`src/sv/tlw_pkg.sv`:
```
`timescale 1ns / 1ps
// ----------------------------------------------------------------------------
// tlw_pkg
// Shared types, constants and helpers for the two-level timer wheel.
// ----------------------------------------------------------------------------
package tlw_pkg;

    localparam int NUM_TIMERS   = 64;
    localparam int FINE_SLOTS   = 50;
    localparam int COARSE_SLOTS = 60;

    localparam int ID_W      = 6;
    localparam int SLOT_W    = 6;
    localparam int MOD_W     = SLOT_W + 1;
    localparam int IDX_W     = (NUM_TIMERS > 1) ? $clog2(NUM_TIMERS) : 1;
    localparam int LOOP_W    = $clog2(FINE_SLOTS + 1);
    localparam int DIV_STEPS = 32;
    localparam int DCNT_W    = $clog2(DIV_STEPS);

    localparam logic [MOD_W-1:0] FINE_M   = MOD_W'(FINE_SLOTS);
    localparam logic [MOD_W-1:0] COARSE_M = MOD_W'(COARSE_SLOTS);

    localparam logic [9:0]  MICRO_RST = 10'd20;
    localparam logic [15:0] MACRO_RST = 16'd1000;
    localparam logic [21:0] SCAN_RST  = 22'd60000;

    typedef enum logic [0:0] {OP_ARM, OP_TIME} t_op;

    typedef enum logic [1:0] {CFG_MICRO, CFG_MACRO, CFG_SCAN} t_cfg_idx;

    typedef enum logic [1:0] {LVL_NONE, LVL_FINE, LVL_COARSE, LVL_OVER} t_lvl;

    typedef enum logic [1:0] {
        DIV_FINE_PASS, DIV_COARSE_PASS, DIV_FILE_FINE, DIV_FILE_COARSE
    } t_div_sel;

    typedef enum logic [1:0] {CTX_FINE, CTX_COARSE, CTX_OVER} t_ctx;

    typedef enum logic [0:0] {RET_IDLE, RET_SCAN} t_ret;

    typedef enum logic [4:0] {
        S_IDLE, S_DISPATCH, S_ARM_RD,
        S_FILE_A_GO, S_FILE_A_WAIT, S_FILE_B_GO, S_FILE_B_WAIT,
        S_FDIV_GO, S_FDIV_WAIT, S_FSLOT,
        S_SCAN_RD, S_SCAN_CHK, S_SCAN_NEXT,
        S_CDIV_GO, S_CDIV_WAIT, S_CSTEP,
        S_OVCHK, S_DONE
    } t_state;

    typedef struct packed {
        logic     ld_item;
        logic     arm_write;
        logic     rd;
        logic     t_inc;
        logic     div_start;
        t_div_sel div_sel;
        logic     file_a;
        logic     file_b;
        logic     fine_setup;
        logic     fslot_adv;
        logic     fine_commit;
        logic     coarse_setup;
        logic     coarse_step;
        logic     coarse_commit;
        logic     ov_start;
        logic     emit;
        logic     flush;
        t_ctx     ctx;
    } t_cmd;

    typedef struct packed {
        logic is_arm;
        logic arm_ok;
        logic div_busy;
        logic hit;
        logic fire;
        logic f_fits;
        logic fpass_zero;
        logic cpass_end;
        logic ov_due;
        logic t_last;
        logic emit_ok;
        logic flush_ok;
    } t_stat;

    function automatic logic [SLOT_W-1:0] mod_add(
        input logic [SLOT_W-1:0] a,
        input logic [SLOT_W-1:0] b,
        input logic [MOD_W-1:0]  m
    );
        logic [MOD_W-1:0] s;
        s = {1'b0, a} + {1'b0, b};
        if (s >= m) begin
            s = s - m;
        end
        return s[SLOT_W-1:0];
    endfunction

endpackage

```
`src/sv/tlw_div.sv`:
```
`timescale 1ns / 1ps
// ----------------------------------------------------------------------------
// tlw_div
// Radix-2 restoring divider, one quotient bit per cycle, with the quotient
// reduced modulo a small number on the fly.
// ----------------------------------------------------------------------------
module tlw_div (
    input  logic                      i_clk,
    input  logic                      i_rst_n,
    input  logic                      i_start,
    input  logic [31:0]               i_dividend,
    input  logic [15:0]               i_divisor,
    input  logic [tlw_pkg::MOD_W-1:0] i_modulus,
    output logic                      o_busy,
    output logic [31:0]               o_quot,
    output logic [15:0]               o_rem,
    output logic [tlw_pkg::SLOT_W-1:0] o_qmod
);
    import tlw_pkg::*;

    logic              r_busy;
    logic [DCNT_W-1:0] r_cnt;
    logic [31:0]       r_dvd;
    logic [31:0]       r_q;
    logic [15:0]       r_rem;
    logic [15:0]       r_div;
    logic [MOD_W-1:0]  r_mod;
    logic [SLOT_W-1:0] r_qm;

    logic [16:0]       w_trial;
    logic [16:0]       w_diff;
    logic              w_ge;
    logic [15:0]       n_rem;
    logic [MOD_W-1:0]  w_qm2;
    logic [MOD_W-1:0]  n_qm;

    assign w_trial = {r_rem, r_dvd[31]};
    assign w_diff  = w_trial - {1'b0, r_div};
    assign w_ge    = w_trial >= {1'b0, r_div};
    assign n_rem   = w_ge ? w_diff[15:0] : w_trial[15:0];
    assign w_qm2   = {r_qm, w_ge};
    assign n_qm    = (w_qm2 >= r_mod) ? (w_qm2 - r_mod) : w_qm2;

    always_ff @(posedge i_clk) begin
        if (!i_rst_n) begin
            r_busy <= 1'b0;
            r_cnt  <= '0;
        end else if (i_start) begin
            r_busy <= 1'b1;
            r_cnt  <= '0;
        end else if (r_busy) begin
            r_cnt <= r_cnt + 1'b1;
            if (r_cnt == DCNT_W'(DIV_STEPS - 1)) begin
                r_busy <= 1'b0;
            end
        end
    end

    always_ff @(posedge i_clk) begin
        if (i_start) begin
            r_dvd <= i_dividend;
            r_q   <= '0;
            r_rem <= '0;
            r_div <= i_divisor;
            r_mod <= i_modulus;
            r_qm  <= '0;
        end else if (r_busy) begin
            r_dvd <= {r_dvd[30:0], 1'b0};
            r_q   <= {r_q[30:0], w_ge};
            r_rem <= n_rem;
            r_qm  <= n_qm[SLOT_W-1:0];
        end
    end

    assign o_busy = r_busy;
    assign o_quot = r_q;
    assign o_rem  = r_rem;
    assign o_qmod = r_qm;

endmodule

```
`src/sv/tlw_datapath.sv`:
```
`timescale 1ns / 1ps
// ----------------------------------------------------------------------------
// tlw_datapath
// Timer tables, wheel state, configuration registers, divider and the
// output stage with one held-back result for end-of-item marking.
// ----------------------------------------------------------------------------
module tlw_datapath (
    input  logic                      i_clk,
    input  logic                      i_rst_n,
    input  logic                      i_op,
    input  logic [5:0]                i_timer_id,
    input  logic [31:0]               i_delay_ms,
    input  logic [31:0]               i_now_ms,
    input  logic                      i_cfg_valid,
    input  logic [1:0]                i_cfg_index,
    input  logic [21:0]               i_cfg_data,
    input  logic                      i_out_ready,
    output logic                      o_out_valid,
    output logic [5:0]                o_expired_id,
    output logic                      o_last,
    input  tlw_pkg::t_cmd             i_cmd,
    output tlw_pkg::t_stat            o_stat
);
    import tlw_pkg::*;

    logic [9:0]        r_micro;
    logic [15:0]       r_macro;
    logic [21:0]       r_scan;

    logic              r_op;
    logic [ID_W-1:0]   r_id;
    logic [31:0]       r_delay;
    logic [31:0]       r_now;

    logic [31:0]       r_fbase;
    logic [31:0]       r_cbase;
    logic [31:0]       r_lscan;
    logic [SLOT_W-1:0] r_fpos;
    logic [SLOT_W-1:0] r_cpos;

    logic [SLOT_W-1:0] r_slot;
    logic [LOOP_W-1:0] r_floop;
    logic [SLOT_W-1:0] r_ffin_pos;
    logic [31:0]       r_ffin_base;
    logic [31:0]       r_n;
    logic [SLOT_W-1:0] r_cfin_pos;
    logic [31:0]       r_cfin_base;

    logic [IDX_W-1:0]  r_t;
    t_lvl              r_lvl [NUM_TIMERS];
    logic [31:0]       dl_mem [NUM_TIMERS];
    logic [SLOT_W-1:0] pl_mem [NUM_TIMERS];
    logic [31:0]       r_rd_dl;
    logic [SLOT_W-1:0] r_rd_slot;
    t_lvl              r_rd_lvl;

    logic              r_out_valid;
    logic [ID_W-1:0]   r_out_id;
    logic              r_out_last;
    logic              r_pend_valid;
    logic [ID_W-1:0]   r_pend_id;

    logic [15:0]       w_micro_eff;
    logic [15:0]       w_macro_eff;
    logic [31:0]       w_dvd;
    logic [15:0]       w_dvs;
    logic [MOD_W-1:0]  w_mod;
    logic              w_busy;
    logic [31:0]       w_quot;
    logic [15:0]       w_rem;
    logic [SLOT_W-1:0] w_qmod;

    logic [31:0]       w_fd;
    logic [31:0]       w_fd_s;
    logic              w_fok;
    logic [31:0]       w_cd;
    logic [31:0]       w_cd_s;
    logic              w_cok;
    logic [31:0]       w_f;
    logic              w_f_fits;
    logic              w_c_fits;
    logic [31:0]       w_dl_now;
    logic              w_fire;
    logic              w_near;
    logic [31:0]       w_ov;
    logic              w_any_coarse;
    logic              w_hit;
    logic              w_out_free;
    logic              w_place_we;
    t_lvl              w_place_lvl;
    logic [SLOT_W-1:0] w_place_slot;

    assign w_micro_eff = (r_micro == '0) ? 16'd1 : {6'b0, r_micro};
    assign w_macro_eff = (r_macro == '0) ? 16'd1 : r_macro;

    always_comb begin
        case (i_cmd.div_sel)
            DIV_FINE_PASS: begin
                w_dvd = r_now - r_fbase;
                w_dvs = w_micro_eff;
                w_mod = FINE_M;
            end
            DIV_COARSE_PASS: begin
                w_dvd = r_now - r_cbase;
                w_dvs = w_macro_eff;
                w_mod = COARSE_M;
            end
            DIV_FILE_FINE: begin
                w_dvd = r_rd_dl - r_fbase;
                w_dvs = w_micro_eff;
                w_mod = FINE_M;
            end
            default: begin
                w_dvd = r_rd_dl - r_cbase;
                w_dvs = w_macro_eff;
                w_mod = COARSE_M;
            end
        endcase
    end

    tlw_div u_div (
        .i_clk      (i_clk),
        .i_rst_n    (i_rst_n),
        .i_start    (i_cmd.div_start),
        .i_dividend (w_dvd),
        .i_divisor  (w_dvs),
        .i_modulus  (w_mod),
        .o_busy     (w_busy),
        .o_quot     (w_quot),
        .o_rem      (w_rem),
        .o_qmod     (w_qmod)
    );

    assign w_fd   = r_now - r_fbase;
    assign w_fd_s = w_fd - {16'b0, w_micro_eff};
    assign w_fok  = (w_fd >= {16'b0, w_micro_eff}) && !w_fd_s[31];
    assign w_cd   = r_now - r_cbase;
    assign w_cd_s = w_cd - {16'b0, w_macro_eff};
    assign w_cok  = (w_cd >= {16'b0, w_macro_eff}) && !w_cd_s[31];

    assign w_f      = (w_quot == '0) ? 32'd1 : w_quot;
    assign w_f_fits = w_f < 32'(FINE_SLOTS);
    assign w_c_fits = w_quot < 32'(COARSE_SLOTS);

    assign w_dl_now = r_rd_dl - r_now;
    assign w_fire   = $signed({w_dl_now[31], w_dl_now}) < $signed({23'b0, r_micro});
    assign w_near   = $signed({w_dl_now[31], w_dl_now}) < $signed({11'b0, r_scan});
    assign w_ov     = r_now - r_lscan - {10'b0, r_scan};

    always_comb begin
        w_any_coarse = 1'b0;
        for (int k = 0; k < NUM_TIMERS; k++) begin
            if (r_lvl[k] == LVL_COARSE) begin
                w_any_coarse = 1'b1;
            end
        end
    end

    always_comb begin
        case (i_cmd.ctx)
            CTX_FINE:   w_hit = (r_rd_lvl == LVL_FINE) && (r_rd_slot == r_slot);
            CTX_COARSE: w_hit = (r_rd_lvl == LVL_COARSE) && (r_rd_slot == r_cpos);
            CTX_OVER:   w_hit = (r_rd_lvl == LVL_OVER) && w_near;
            default:    w_hit = 1'b0;
        endcase
    end

    always_comb begin
        w_place_we   = 1'b0;
        w_place_lvl  = LVL_OVER;
        w_place_slot = '0;
        if (i_cmd.file_a && w_f_fits) begin
            w_place_we   = 1'b1;
            w_place_lvl  = LVL_FINE;
            w_place_slot = mod_add(r_fpos, w_f[SLOT_W-1:0], FINE_M);
        end else if (i_cmd.file_b) begin
            w_place_we = 1'b1;
            if (w_c_fits) begin
                w_place_lvl  = LVL_COARSE;
                w_place_slot = mod_add(r_cpos, w_quot[SLOT_W-1:0], COARSE_M);
            end
        end
    end

    assign w_out_free = !r_out_valid || i_out_ready;

    // configuration
    always_ff @(posedge i_clk) begin
        if (!i_rst_n) begin
            r_micro <= MICRO_RST;
            r_macro <= MACRO_RST;
            r_scan  <= SCAN_RST;
        end else if (i_cfg_valid) begin
            case (t_cfg_idx'(i_cfg_index))
                CFG_MICRO: r_micro <= i_cfg_data[9:0];
                CFG_MACRO: r_macro <= i_cfg_data[15:0];
                CFG_SCAN:  r_scan  <= i_cfg_data;
                default: ;
            endcase
        end
    end

    always_ff @(posedge i_clk) begin
        if (i_cmd.ld_item) begin
            r_op    <= i_op;
            r_id    <= i_timer_id;
            r_delay <= i_delay_ms;
            r_now   <= i_now_ms;
        end
    end

    // wheel state
    always_ff @(posedge i_clk) begin
        if (!i_rst_n) begin
            r_fbase <= '0;
            r_cbase <= '0;
            r_lscan <= '0;
            r_fpos  <= '0;
            r_cpos  <= '0;
        end else begin
            if (i_cmd.fine_commit) begin
                r_fpos  <= r_ffin_pos;
                r_fbase <= r_ffin_base;
            end
            if (i_cmd.coarse_step) begin
                r_cbase <= r_cbase + {16'b0, w_macro_eff};
                r_cpos  <= (r_cpos == SLOT_W'(COARSE_SLOTS - 1)) ? '0 : r_cpos + 1'b1;
            end else if (i_cmd.coarse_commit) begin
                r_cbase <= r_cfin_base;
                r_cpos  <= r_cfin_pos;
            end
            if (i_cmd.ov_start) begin
                r_lscan <= r_now;
            end
        end
    end

    always_ff @(posedge i_clk) begin
        if (i_cmd.fine_setup) begin
            r_slot <= r_fpos;
            if (w_fok) begin
                r_floop     <= (w_quot >= 32'(FINE_SLOTS)) ?
                               LOOP_W'(FINE_SLOTS) : w_quot[LOOP_W-1:0];
                r_ffin_pos  <= mod_add(r_fpos, w_qmod, FINE_M);
                r_ffin_base <= r_now - {16'b0, w_rem};
            end else begin
                r_floop     <= '0;
                r_ffin_pos  <= r_fpos;
                r_ffin_base <= r_fbase;
            end
        end else if (i_cmd.fslot_adv) begin
            r_slot  <= (r_slot == SLOT_W'(FINE_SLOTS - 1)) ? '0 : r_slot + 1'b1;
            r_floop <= r_floop - 1'b1;
        end
        if (i_cmd.coarse_setup) begin
            if (w_cok) begin
                r_n         <= w_quot;
                r_cfin_pos  <= mod_add(r_cpos, w_qmod, COARSE_M);
                r_cfin_base <= r_now - {16'b0, w_rem};
            end else begin
                r_n         <= '0;
                r_cfin_pos  <= r_cpos;
                r_cfin_base <= r_cbase;
            end
        end else if (i_cmd.coarse_step) begin
            r_n <= r_n - 1'b1;
        end
    end

    always_ff @(posedge i_clk) begin
        if (i_cmd.arm_write) begin
            r_t <= r_id[IDX_W-1:0];
        end else if (i_cmd.fslot_adv || i_cmd.coarse_step || i_cmd.ov_start) begin
            r_t <= '0;
        end else if (i_cmd.t_inc) begin
            r_t <= r_t + 1'b1;
        end
    end

    // timer tables
    always_ff @(posedge i_clk) begin
        if (i_cmd.arm_write) begin
            dl_mem[r_id[IDX_W-1:0]] <= r_now + r_delay;
        end
        if (i_cmd.rd) begin
            r_rd_dl <= dl_mem[r_t];
        end
    end

    always_ff @(posedge i_clk) begin
        if (w_place_we) begin
            pl_mem[r_t] <= w_place_slot;
        end
        if (i_cmd.rd) begin
            r_rd_slot <= pl_mem[r_t];
        end
    end

    always_ff @(posedge i_clk) begin
        if (!i_rst_n) begin
            for (int k = 0; k < NUM_TIMERS; k++) begin
                r_lvl[k] <= LVL_NONE;
            end
            r_rd_lvl <= LVL_NONE;
        end else begin
            if (w_place_we) begin
                r_lvl[r_t] <= w_place_lvl;
            end else if (i_cmd.emit) begin
                r_lvl[r_t] <= LVL_NONE;
            end
            if (i_cmd.rd) begin
                r_rd_lvl <= r_lvl[r_t];
            end
        end
    end

    // output stage, one result held back until the next one or the end
    always_ff @(posedge i_clk) begin
        if (!i_rst_n) begin
            r_out_valid  <= 1'b0;
            r_pend_valid <= 1'b0;
        end else if (i_cmd.emit) begin
            if (r_pend_valid) begin
                r_out_valid <= 1'b1;
                r_out_id    <= r_pend_id;
                r_out_last  <= 1'b0;
            end else if (r_out_valid && i_out_ready) begin
                r_out_valid <= 1'b0;
            end
            r_pend_valid <= 1'b1;
            r_pend_id    <= ID_W'(r_t);
        end else if (i_cmd.flush && r_pend_valid) begin
            r_out_valid  <= 1'b1;
            r_out_id     <= r_pend_id;
            r_out_last   <= 1'b1;
            r_pend_valid <= 1'b0;
        end else if (r_out_valid && i_out_ready) begin
            r_out_valid <= 1'b0;
        end
    end

    assign o_out_valid  = r_out_valid;
    assign o_expired_id = r_out_id;
    assign o_last       = r_out_last;

    assign o_stat.is_arm     = (t_op'(r_op) == OP_ARM);
    assign o_stat.arm_ok     = {26'b0, r_id} < 32'(NUM_TIMERS);
    assign o_stat.div_busy   = w_busy;
    assign o_stat.hit        = w_hit;
    assign o_stat.fire       = w_fire;
    assign o_stat.f_fits     = w_f_fits;
    assign o_stat.fpass_zero = (r_floop == '0);
    assign o_stat.cpass_end  = (r_n == '0) || !w_any_coarse;
    assign o_stat.ov_due     = !w_ov[31];
    assign o_stat.t_last     = (r_t == IDX_W'(NUM_TIMERS - 1));
    assign o_stat.emit_ok    = !r_pend_valid || w_out_free;
    assign o_stat.flush_ok   = !r_pend_valid || w_out_free;

endmodule

```
`src/sv/tlw_ctrl.sv`:
```
`timescale 1ns / 1ps
// ----------------------------------------------------------------------------
// tlw_ctrl
// Sequencer for arming, wheel passes, slot scans and timer re-filing.
// ----------------------------------------------------------------------------
module tlw_ctrl (
    input  logic           i_clk,
    input  logic           i_rst_n,
    input  logic           i_in_valid,
    output logic           o_in_ready,
    input  tlw_pkg::t_stat i_stat,
    output tlw_pkg::t_cmd  o_cmd
);
    import tlw_pkg::*;

    t_state r_state, n_state;
    t_ctx   r_ctx, n_ctx;
    t_ret   r_ret, n_ret;
    t_state w_ret_state;

    always_ff @(posedge i_clk) begin
        if (!i_rst_n) begin
            r_state <= S_IDLE;
            r_ctx   <= CTX_FINE;
            r_ret   <= RET_IDLE;
        end else begin
            r_state <= n_state;
            r_ctx   <= n_ctx;
            r_ret   <= n_ret;
        end
    end

    assign w_ret_state = (r_ret == RET_IDLE) ? S_IDLE : S_SCAN_NEXT;

    always_comb begin
        n_state    = r_state;
        n_ctx      = r_ctx;
        n_ret      = r_ret;
        o_cmd      = '0;
        o_cmd.ctx  = r_ctx;
        o_in_ready = 1'b0;
        case (r_state)
            S_IDLE: begin
                o_in_ready = 1'b1;
                if (i_in_valid) begin
                    o_cmd.ld_item = 1'b1;
                    n_state       = S_DISPATCH;
                end
            end
            S_DISPATCH: begin
                if (!i_stat.is_arm) begin
                    n_state = S_FDIV_GO;
                end else if (i_stat.arm_ok) begin
                    o_cmd.arm_write = 1'b1;
                    n_ret           = RET_IDLE;
                    n_state         = S_ARM_RD;
                end else begin
                    n_state = S_IDLE;
                end
            end
            S_ARM_RD: begin
                o_cmd.rd = 1'b1;
                n_state  = S_FILE_A_GO;
            end
            S_FILE_A_GO: begin
                o_cmd.div_start = 1'b1;
                o_cmd.div_sel   = DIV_FILE_FINE;
                n_state         = S_FILE_A_WAIT;
            end
            S_FILE_A_WAIT: begin
                o_cmd.div_sel = DIV_FILE_FINE;
                if (!i_stat.div_busy) begin
                    o_cmd.file_a = 1'b1;
                    n_state      = i_stat.f_fits ? w_ret_state : S_FILE_B_GO;
                end
            end
            S_FILE_B_GO: begin
                o_cmd.div_start = 1'b1;
                o_cmd.div_sel   = DIV_FILE_COARSE;
                n_state         = S_FILE_B_WAIT;
            end
            S_FILE_B_WAIT: begin
                o_cmd.div_sel = DIV_FILE_COARSE;
                if (!i_stat.div_busy) begin
                    o_cmd.file_b = 1'b1;
                    n_state      = w_ret_state;
                end
            end
            S_FDIV_GO: begin
                o_cmd.div_start = 1'b1;
                o_cmd.div_sel   = DIV_FINE_PASS;
                n_state         = S_FDIV_WAIT;
            end
            S_FDIV_WAIT: begin
                o_cmd.div_sel = DIV_FINE_PASS;
                if (!i_stat.div_busy) begin
                    o_cmd.fine_setup = 1'b1;
                    n_state          = S_FSLOT;
                end
            end
            S_FSLOT: begin
                if (i_stat.fpass_zero) begin
                    o_cmd.fine_commit = 1'b1;
                    n_state           = S_CDIV_GO;
                end else begin
                    o_cmd.fslot_adv = 1'b1;
                    n_ctx           = CTX_FINE;
                    n_state         = S_SCAN_RD;
                end
            end
            S_SCAN_RD: begin
                o_cmd.rd = 1'b1;
                n_state  = S_SCAN_CHK;
            end
            S_SCAN_CHK: begin
                if (!i_stat.hit) begin
                    n_state = S_SCAN_NEXT;
                end else if (r_ctx == CTX_FINE || i_stat.fire) begin
                    if (i_stat.emit_ok) begin
                        o_cmd.emit = 1'b1;
                        n_state    = S_SCAN_NEXT;
                    end
                end else begin
                    n_ret   = RET_SCAN;
                    n_state = S_FILE_A_GO;
                end
            end
            S_SCAN_NEXT: begin
                if (i_stat.t_last) begin
                    case (r_ctx)
                        CTX_FINE:   n_state = S_FSLOT;
                        CTX_COARSE: n_state = S_CSTEP;
                        default:    n_state = S_DONE;
                    endcase
                end else begin
                    o_cmd.t_inc = 1'b1;
                    n_state     = S_SCAN_RD;
                end
            end
            S_CDIV_GO: begin
                o_cmd.div_start = 1'b1;
                o_cmd.div_sel   = DIV_COARSE_PASS;
                n_state         = S_CDIV_WAIT;
            end
            S_CDIV_WAIT: begin
                o_cmd.div_sel = DIV_COARSE_PASS;
                if (!i_stat.div_busy) begin
                    o_cmd.coarse_setup = 1'b1;
                    n_state            = S_CSTEP;
                end
            end
            S_CSTEP: begin
                if (i_stat.cpass_end) begin
                    o_cmd.coarse_commit = 1'b1;
                    n_state             = S_OVCHK;
                end else begin
                    o_cmd.coarse_step = 1'b1;
                    n_ctx             = CTX_COARSE;
                    n_state           = S_SCAN_RD;
                end
            end
            S_OVCHK: begin
                if (i_stat.ov_due) begin
                    o_cmd.ov_start = 1'b1;
                    n_ctx          = CTX_OVER;
                    n_state        = S_SCAN_RD;
                end else begin
                    n_state = S_DONE;
                end
            end
            S_DONE: begin
                if (i_stat.flush_ok) begin
                    o_cmd.flush = 1'b1;
                    n_state     = S_IDLE;
                end
            end
            default: begin
                n_state = S_IDLE;
            end
        endcase
    end

endmodule

```
`src/sv/two_level_timer_wheel.sv`:
```
`timescale 1ns / 1ps
// ----------------------------------------------------------------------------
// two_level_timer_wheel
// Pool of 64 one-shot timers on a fine wheel, a coarse wheel and an
// overflow level; reports each expiry, marking the last one of a time request.
// ----------------------------------------------------------------------------
// One request at a time. An arm request runs a fine-wheel division and, when
// the timer lands beyond the fine wheel, a coarse-wheel division. A time
// request runs the fine pass division, a timer table walk per fine slot
// passed (at most 50), the coarse pass division, a walk per coarse slot
// visited while coarse timers remain, a re-filing per timer moved, and an
// overflow scan when one is due. Each walk reads the timer table through
// one read port, and the divider is bit-serial. Expiries queue behind a
// one-entry holding register and the output register; a slow consumer
// stalls the walk.
module two_level_timer_wheel (
    input  logic        i_clk,
    input  logic        i_rst_n,
    input  logic        i_in_valid,
    output logic        o_in_ready,
    input  logic        i_op,
    input  logic [5:0]  i_timer_id,
    input  logic [31:0] i_delay_ms,
    input  logic [31:0] i_now_ms,
    output logic        o_out_valid,
    input  logic        i_out_ready,
    output logic [5:0]  o_expired_id,
    output logic        o_last,
    input  logic        i_cfg_valid,
    output logic        o_cfg_ready,
    input  logic [1:0]  i_cfg_index,
    input  logic [21:0] i_cfg_data
);
    import tlw_pkg::*;

    t_cmd  w_cmd;
    t_stat w_stat;

    assign o_cfg_ready = 1'b1;

    tlw_ctrl u_ctrl (
        .i_clk      (i_clk),
        .i_rst_n    (i_rst_n),
        .i_in_valid (i_in_valid),
        .o_in_ready (o_in_ready),
        .i_stat     (w_stat),
        .o_cmd      (w_cmd)
    );

    tlw_datapath u_dp (
        .i_clk        (i_clk),
        .i_rst_n      (i_rst_n),
        .i_op         (i_op),
        .i_timer_id   (i_timer_id),
        .i_delay_ms   (i_delay_ms),
        .i_now_ms     (i_now_ms),
        .i_cfg_valid  (i_cfg_valid),
        .i_cfg_index  (i_cfg_index),
        .i_cfg_data   (i_cfg_data),
        .i_out_ready  (i_out_ready),
        .o_out_valid  (o_out_valid),
        .o_expired_id (o_expired_id),
        .o_last       (o_last),
        .i_cmd        (w_cmd),
        .o_stat       (w_stat)
    );

endmodule

```
`config.mk`:
```
export PLATFORM = sky130hd
export DESIGN_NAME = two_level_timer_wheel
export DESIGN_NICKNAME = d
export VERILOG_FILES = /design/src/sv/tlw_pkg.sv /design/src/sv/tlw_div.sv /design/src/sv/tlw_datapath.sv /design/src/sv/tlw_ctrl.sv /design/src/sv/two_level_timer_wheel.sv
export SDC_FILE = /design/constraint.sdc
export NUM_CORES = 2
export LEC_CHECK = 0
export ABC_AREA = 1
export BUFFER_PORTS_ARGS = -buffer_cell sky130_fd_sc_hd__buf_2
export CAP_MARGIN = 20
export CORE_ASPECT_RATIO = 2
export CORE_MARGIN = 2
export CORE_UTILIZATION = 35
export DETAILED_ROUTE_END_ITERATION = 7
export GPL_TIMING_DRIVEN = 1
export PLACE_DENSITY_LB_ADDON = 0.25
export SLEW_MARGIN = 0
export SYNTH_ARGS = -nofsm -noshare
export SYNTH_HDL_FRONTEND = slang
export SYNTH_SLANG_ARGS = --single-unit
export TNS_END_PERCENT = 100
```
`constraint.sdc`:
```
create_clock -name i_clk -period 11.1 [get_ports i_clk]
set_input_delay 0.555 -clock i_clk [delete_from_list [all_inputs] [get_ports i_clk]]
set_output_delay 0.555 -clock i_clk [all_outputs]
set_load 0.1 [all_outputs]
```
## Word level (Yosys, flattened, before mapping)

Memories as Yosys holds them, arrays and structs flattened. A register that Yosys moved wholly into a read port is not among the register bits.
Cells that the tools add are included.

| word-level totals | value |
|---|---|
| bits of input ports | 100 |
| word-level logic and storage cells | 438 |
| memory bits (writable) | 2560 |
| bits in registers | 489 |
| output and inout bits | 10 |
| memories | 3 |

Memories:

| name | words | width | rd ports | clocked after Yosys merged registers in | write ports | RTL line | RTL |
|---|---|---|---|---|---|---|---|
| u_dp.dl_mem | 64 | 32 | 1 | 1 | 1 | tlw_datapath.sv:51 | `logic [31:0] dl_mem [NUM_TIMERS];` |
| u_dp.pl_mem | 64 | 6 | 1 | 1 | 1 | tlw_datapath.sv:52 | `logic [SLOT_W-1:0] pl_mem [NUM_TIMERS];` |
| u_dp.r_lvl | 64 | 2 | 65 | 1 | 64 | tlw_datapath.sv:50 | `t_lvl r_lvl [NUM_TIMERS];` |

| cells by class | value |
|---|---|
| reduce and logical (&&, ||, !) cells | 53 |
| mux-type cells | 193 |
| $lt $le $gt $ge | 13 |
| equal/unequal tests | 110 |
| $add $sub $neg | 28 |
| bitwise operators | 2 |

Operator list:

| cell | count |
|---|---|
| two-way mux 32 bit | 10 |
| subtractor 32 bit | 6 |
| two-way mux 6 bit | 27 |
| equality test 2 bit (second input constant) | 69 |
| two-way mux 1 bit | 119 |
| one-hot mux 32 bit (3 select lines) | 1 |
| subtractor 32 x 16 -> 32 bit | 3 |
| one-hot mux 5 bit (18 select lines) | 1 |
| two-way mux 5 bit | 13 |
| greater-or-equal comparator 32 x 16 -> 1 bit | 2 |
| zero test 32 bit | 2 |
| < comparator 32 x 6 -> 1 bit (second input constant) | 2 |
| two-way mux 16 bit | 3 |
| equality test 5 x 4 -> 1 bit (second input constant) | 8 |
| adder 32 x 16 -> 32 bit | 1 |
| adder 32 bit | 1 |
| greater-or-equal comparator 32 x 6 -> 1 bit (second input constant) | 1 |
| < comparator 32 x 11 -> 1 bit | 1 |
| < comparator 32 x 23 -> 1 bit | 1 |
| subtractor 32 x 1 -> 32 bit (second input constant) | 1 |
| subtractor 32 x 22 -> 32 bit | 1 |
| adder 6 x 6 -> 7 bit | 4 |
| greater-or-equal comparator 7 x 6 -> 1 bit (second input constant) | 4 |
| subtractor 6 bit (second input constant) | 4 |
| 43 further kinds | 114 |

## Depth between registers and ports, before layout

An unclocked memory read counts as a cell.

| logic depth | value |
|---|---|
| word-level depth | 74 |
| mapped depth | 30 |
| gate-level depth less buffers | 29 |

## Cells and area by module

Synthesis repeated with hierarchy kept, for this count alone.

| unflattened totals | value |
|---|---|
| cells, all modules | 12313 |
| area, all modules | 138121.2 sq um |

By module, submodules not included:

| module | seq. area each (sq um) | area each (sq um) | cells an instance | times used |
|---|---|---|---|---|
| tlw_datapath | 87523.9 | 131448.6 | 11407 | 1 |
| tlw_div | 2852.7 | 5703.0 | 716 | 1 |
| tlw_ctrl | 160.2 | 958.4 | 188 | 1 |
| two_level_timer_wheel | 0.0 | 11.3 | 2 | 1 |

## Least setup slack after synthesis

OpenSTA, ideal clock, no wires.

| path | value |
|---|---|
| path type | reg-to-reg |
| start point | register u_ctrl.r_state[2] |
| end point | register u_dp.r_delay[0] (enable) |
| slack | 5.436 ns |
| data arrival time | 5.163 ns |
| cell stages (with the launch flop) | 8 |
| path buffers | 0 |
| required time | 10.599 ns |
| library setup time | 0.501 ns |
| cells stage by stage | dfxtp_1 > nor2_1 > inv_1 > nor2_1 > inv_1 > nor2_1 > inv_1 > nor2_1 |

RTL lines:

| element | RTL line | RTL |
|---|---|---|
| start: declaration | tlw_ctrl.sv:16 | `t_state r_state, n_state;` |
| start signal: assignment | tlw_ctrl.sv:27 | `r_state <= n_state;` |
| end signal: assignment | tlw_datapath.sv:207 | `r_delay <= i_delay_ms;` |
| end: declaration | tlw_datapath.sv:32 | `logic [31:0] r_delay;` |

## Worst setup path after layout

| path | value |
|---|---|
| start point | register u_dp.r_macro[12] |
| end point | register u_dp.r_cfin_base[0] (data pin) |

| on the way | value |
|---|---|
| longest elaborated chain between the ends | 6 |
| elaborated cells between the ends (all ways) | 7 |
| classes of those cells | 1 x add/sub; 1 x order compare; 2 x mux; 3 x reduce/logical |

RTL lines:

| element | RTL line | RTL |
|---|---|---|
| start: declaration | tlw_datapath.sv:27 | `logic [15:0] r_macro;` |
| start signal: assignment | tlw_datapath.sv:196 | `CFG_MACRO: r_macro <= i_cfg_data[15:0];` |
| zero test 16 bit | tlw_datapath.sv:94 | `assign w_macro_eff = (r_macro == '0) ? 16'd1 : r_macro;` |
| two-way mux 16 bit * | tlw_datapath.sv:94 |  |
| subtractor 32 x 16 -> 32 bit | tlw_datapath.sv:138 | `assign w_cd_s = w_cd - {16'b0, w_macro_eff};` |
| zero test 1 bit | tlw_datapath.sv:139 | `assign w_cok = (w_cd >= {16'b0, w_macro_eff}) && !w_cd_s[31];` |
| logical AND 1 bit * | tlw_datapath.sv:139 |  |
| two-way mux 32 bit * | tlw_datapath.sv:256 | `if (w_cok) begin` |
| end signal: assignment | tlw_datapath.sv:259 | `r_cfin_base <= r_now - {16'b0, w_rem};` |
| end signal: assignment | tlw_datapath.sv:263 | `r_cfin_base <= r_cbase;` |
| end: declaration | tlw_datapath.sv:47 | `logic [31:0] r_cfin_base;` |

Mark *: on every way between the ends. The rest lies on a longest branch, timed or not.
A chain may end at the register's enable or synchronous reset.

==> results.md <==
- Status: finished clean
- Worst Skew: 49.1 ps
- R2R cell count: 22
- FF-to-FF End: u_dp.r_cfin_base[0]
- Area occupied by multi-input gates: 39700 um2
- Fin. Hold Viols: 0
- Placed cell count: 16037
- DR pass1 iterations: 6
- Net Sw Frac: 39.3%
- Global route overflow: 0
- FF/Latch Area: 90400 um2
- Critical path's slowest cell: nor4_1
- Synth cell types: 73
- Worst slew pin tran: 1390 ps
- Post-DP Area: 142000 um2
- Clock Latency Late Sink: 910 ps
- F_max: 147 MHz
- Clock Path Buffers: 4
- Cells after synthesis: 11183
- I/O pins: 110
- Leakage power: 0.0531 uW
- Reg2reg setup slack: 4280 ps
- Arr. time, crit path: 7460 ps
- First-pass GRT wire length: 731000 um
- Worst reg2reg startpoint: u_dp.r_macro[12]
- CP Class: flop to flop
- Site row count: 321
- Critical path buffer and inverter count: 3
- Setup Viol. Count Final: 0
- CP max FO: 55
- Int Pwr: 24500 uW
- TritonCTS clock tree: yes
- GPL Wtd Cong: 1.01
- Setup TNS: 0 ps
- Seq/Total Area, Yosys: 67.2%
- Post-route antenna net violation count: 0
- Syn. warnings: 0
- RSZ-0062 raised after global routing: false
- Die X: 442 um
- Critical path endpoint: u_dp.r_cfin_base[0]
- Vias: 94763
- Crit path cell chain: nor4_1, buf_4, a41o_1, ha_1, inv_1, a21oi_1, o21ai_0, a31oi_1, o21ai_0, nand3_1, nand2_1, nand3_1, nand2_1, nand2_1, nand3_1, nor2_2, nand2_1, nand2_2, buf_4, nand2_2, nand2_1, nand2_1
- FFs w/ async S/R, synth: 0%
- CP dominant cell by count: nand2_1
- CTS root buf: clkbuf_16
- DR DRC count: 0
- Most used DFF post-synth: edfxtp_1
- Setup crit end kind: flop
- DP Wirelength: 363000 um
- Final Non-Filler Cells: 16665
- Share of cells above drive strength 1: 9.02%
- Min-delay worst type: input pin to flop
- WL/cell: 32.0 um
- H-tree depth: 5
- Final slew viol count: 0
- Cell area after layout: 153000 um2
- Combinational share of power: 34.2%
- Worst VDD drop: 0.260 mV
- Clock transition at path regs: 70 ps
- Sequential Power Share: 40.9%
- Synth Cell Area: 134000 um2
- Core box area: 382000 um2
- CP Launch Point: u_dp.r_macro[12]
- Vias per std cell: 5.69
- Maxcap violations: 0
- Die Y: 880 um
- CP startpoint kind: flop
- Power density over the cells: 265 nW/um2
- Syn_nets: 11654
- Syn Area/Cell: 12.0 um2
- Post-synth EDFFs: 2858
- Vias in the first global route: 94832
- CTS resizes: 0
- GRT Total Usage: 26.6%
- Largest net degree at the start of global routing: 148
- Initial antenna violation count: 28
- Fin nets: 11882
- Yosys reg bits: 3085
- Clock power share: 24.9%
- Post-layout util: 39.9%
- Initial Util: 35.2%
- Filler instances: 35883
- Critical Path Stages: 22
- Crit path required time: 11730 ps
- Delay-heaviest family, CP: simple AND/OR/NAND/NOR gates
- Die area: 389000 um2
- Max incr delay on CP: 840 ps
- Fin crit share: 61.5%
- First DRT Iteration DRCs: 8869
- Port bufs: 108
- CTS sink count: 3085
- Switch Pwr: 15900 uW
- Layout Area Growth over Synthesis: 13.5%
- Fin crit period: 6820 ps
- Wirelength, routed: 533000 um
- Total CTS buffers: 282
- Worst rel slew slack: 7.24%
routing by layer:
layer,track usage (%),wire length (um)
met5,0,75
met4,24.4,56700
met3,3.14,26300
met2,48.8,279000
met1,25.9,170000
synth_stat cells (121+ instances only):
| cell | instances | share of area (%) |
|---|---|---|
| xor2_1 | 142 | 0.93 |
| o21ai_0 | 430 | 1.6 |
| edfxtp_1 | 2858 | 64 |
| a22o_1 | 246 | 1.6 |
| nand4_1 | 335 | 1.6 |
| a221oi_1 | 358 | 2.3 |
| nand3_1 | 349 | 1.3 |
| nor2_1 | 710 | 2.0 |
| nor3_1 | 121 | 0.45 |
| inv_1 | 873 | 2.4 |
| a22oi_1 | 343 | 1.9 |
| ha_1 | 338 | 3.1 |
| dfxtp_1 | 227 | 3.4 |
| nand2_1 | 2206 | 6.2 |
| clkbuf_1 | 373 | 1.0 |
| a21oi_1 | 480 | 1.8 |
power by group through the flow:
stage / logic (uW) / registers (uW) / clock network (uW)
2_1_floorplan: 7000 / 16600 / 0
4_1_cts: 13800 / 16500 / 10200
5_1_grt: 14600 / 16500 / 10500
3_5_place_dp: 13700 / 16700 / 0
3_3_place_gp: 13500 / 16700 / 0
6_report: 13800 / 16500 / 10000
state kept, by name, indices dropped and copies added (netlist names), 10 cells and up:
register,count
u_dp.dl_mem,2048
u_dp.pl_mem,384
u_dp.r_lvl,128
u_dp.r_cbase,32
u_dp.r_cfin_base,32
u_dp.r_delay,32
u_dp.r_fbase,32
u_dp.r_ffin_base,32
u_dp.r_lscan,32
u_dp.r_n,32
u_dp.r_now,32
u_dp.r_rd_dl,32
u_dp.u_div.o_quot,32
u_dp.u_div.r_dvd,32
u_dp.r_scan,22
u_dp.r_macro,16
u_dp.u_div.o_rem,16
u_dp.u_div.r_div,16
u_dp.r_micro,10
layout by cell type, fill, tap and decap left out, types with 55 or more instances in the layout:
cell,n
clkinv_1,56
o22ai_1,68
nand3_1,343
ha_1,337
edfxtp_1,2858
a221oi_1,358
a22o_1,246
nand2_1,2201
a21oi_1,479
buf_4,244
nor3_1,120
nand3_2,65
nand4_1,335
xnor2_1,55
nor2_1,632
o21ai_0,425
dfxtp_1,227
dlygate4sd3_1,89
xor2_1,119
clkbuf_16,289
buf_2,109
inv_1,869
a22oi_1,343
nor2_4,77
cell families (layout without fill, tap and decap cells):
logic type,after synthesis,in the layout,share of synthesized area [%]
mux,1,1,0.00745
buf+inv,1421,1852,4.11
flops,3085,3085,67.2
fa+ha+maj,371,371,3.64
other cells,1,46,0.00279
simple gates,3920,3920,12.6
xor+xnor,204,204,1.33
compound gates,2180,2180,11.0
worst min-delay path by stage:
stage	startpoint	slack (ps)	cells past startpoint	end
after CTS	i_cfg_data[12]	50	3	u_dp.r_scan[12]
after global routing	i_cfg_index[0]	80	3	u_dp.r_scan[5]
after floorplan	u_dp.r_pend_id[0]	400	0	u_dp.o_expired_id[0]
after global placement	u_dp.r_pend_id[2]	420	0	u_dp.o_expired_id[2]
after detailed placement	u_dp.r_pend_id[0]	420	0	u_dp.o_expired_id[0]
final	i_cfg_index[0]	40	4	u_dp.r_scan[5]
timing repair:
item | in CTS | in global routing
endpoints found under the hold margin | 104 | 0
hold buffers | 89 | 0
setup buffers | 0 | 0
worst register-to-register path: cells and delay by family, from the launching register on:
kind / cells / cell delay (ps)
simple gates: 13 / 3350
compound gates: 5 / 1690
buf+inv: 3 / 930
flops: 1 / 350
fa+ha+maj: 1 / 240
area by class of cell:
type | count | share of cell area [%]
timing repair buffer | 462 | 2.36
multi-input combinational | 6677 | 26.0
sequential | 3085 | 59.2
tap | 5006 | 4.11
clock inverter | 145 | 1.02
clock buffer | 342 | 4.92
antenna | 45 | 0.0738
inverter | 903 | 2.26
metrics by stage:
step	hold slack [ps]	setup slack (ps)	total power, uW
finish	39.9	4280	40400
global route	82.0	4170	41700
CTS	46.3	4480	40500
detailed placement	415	4510	30500
global placement	417	4290	30300
floorplan	400	5440	23600
No activity file was read; power rests on OpenSTA's default activity.
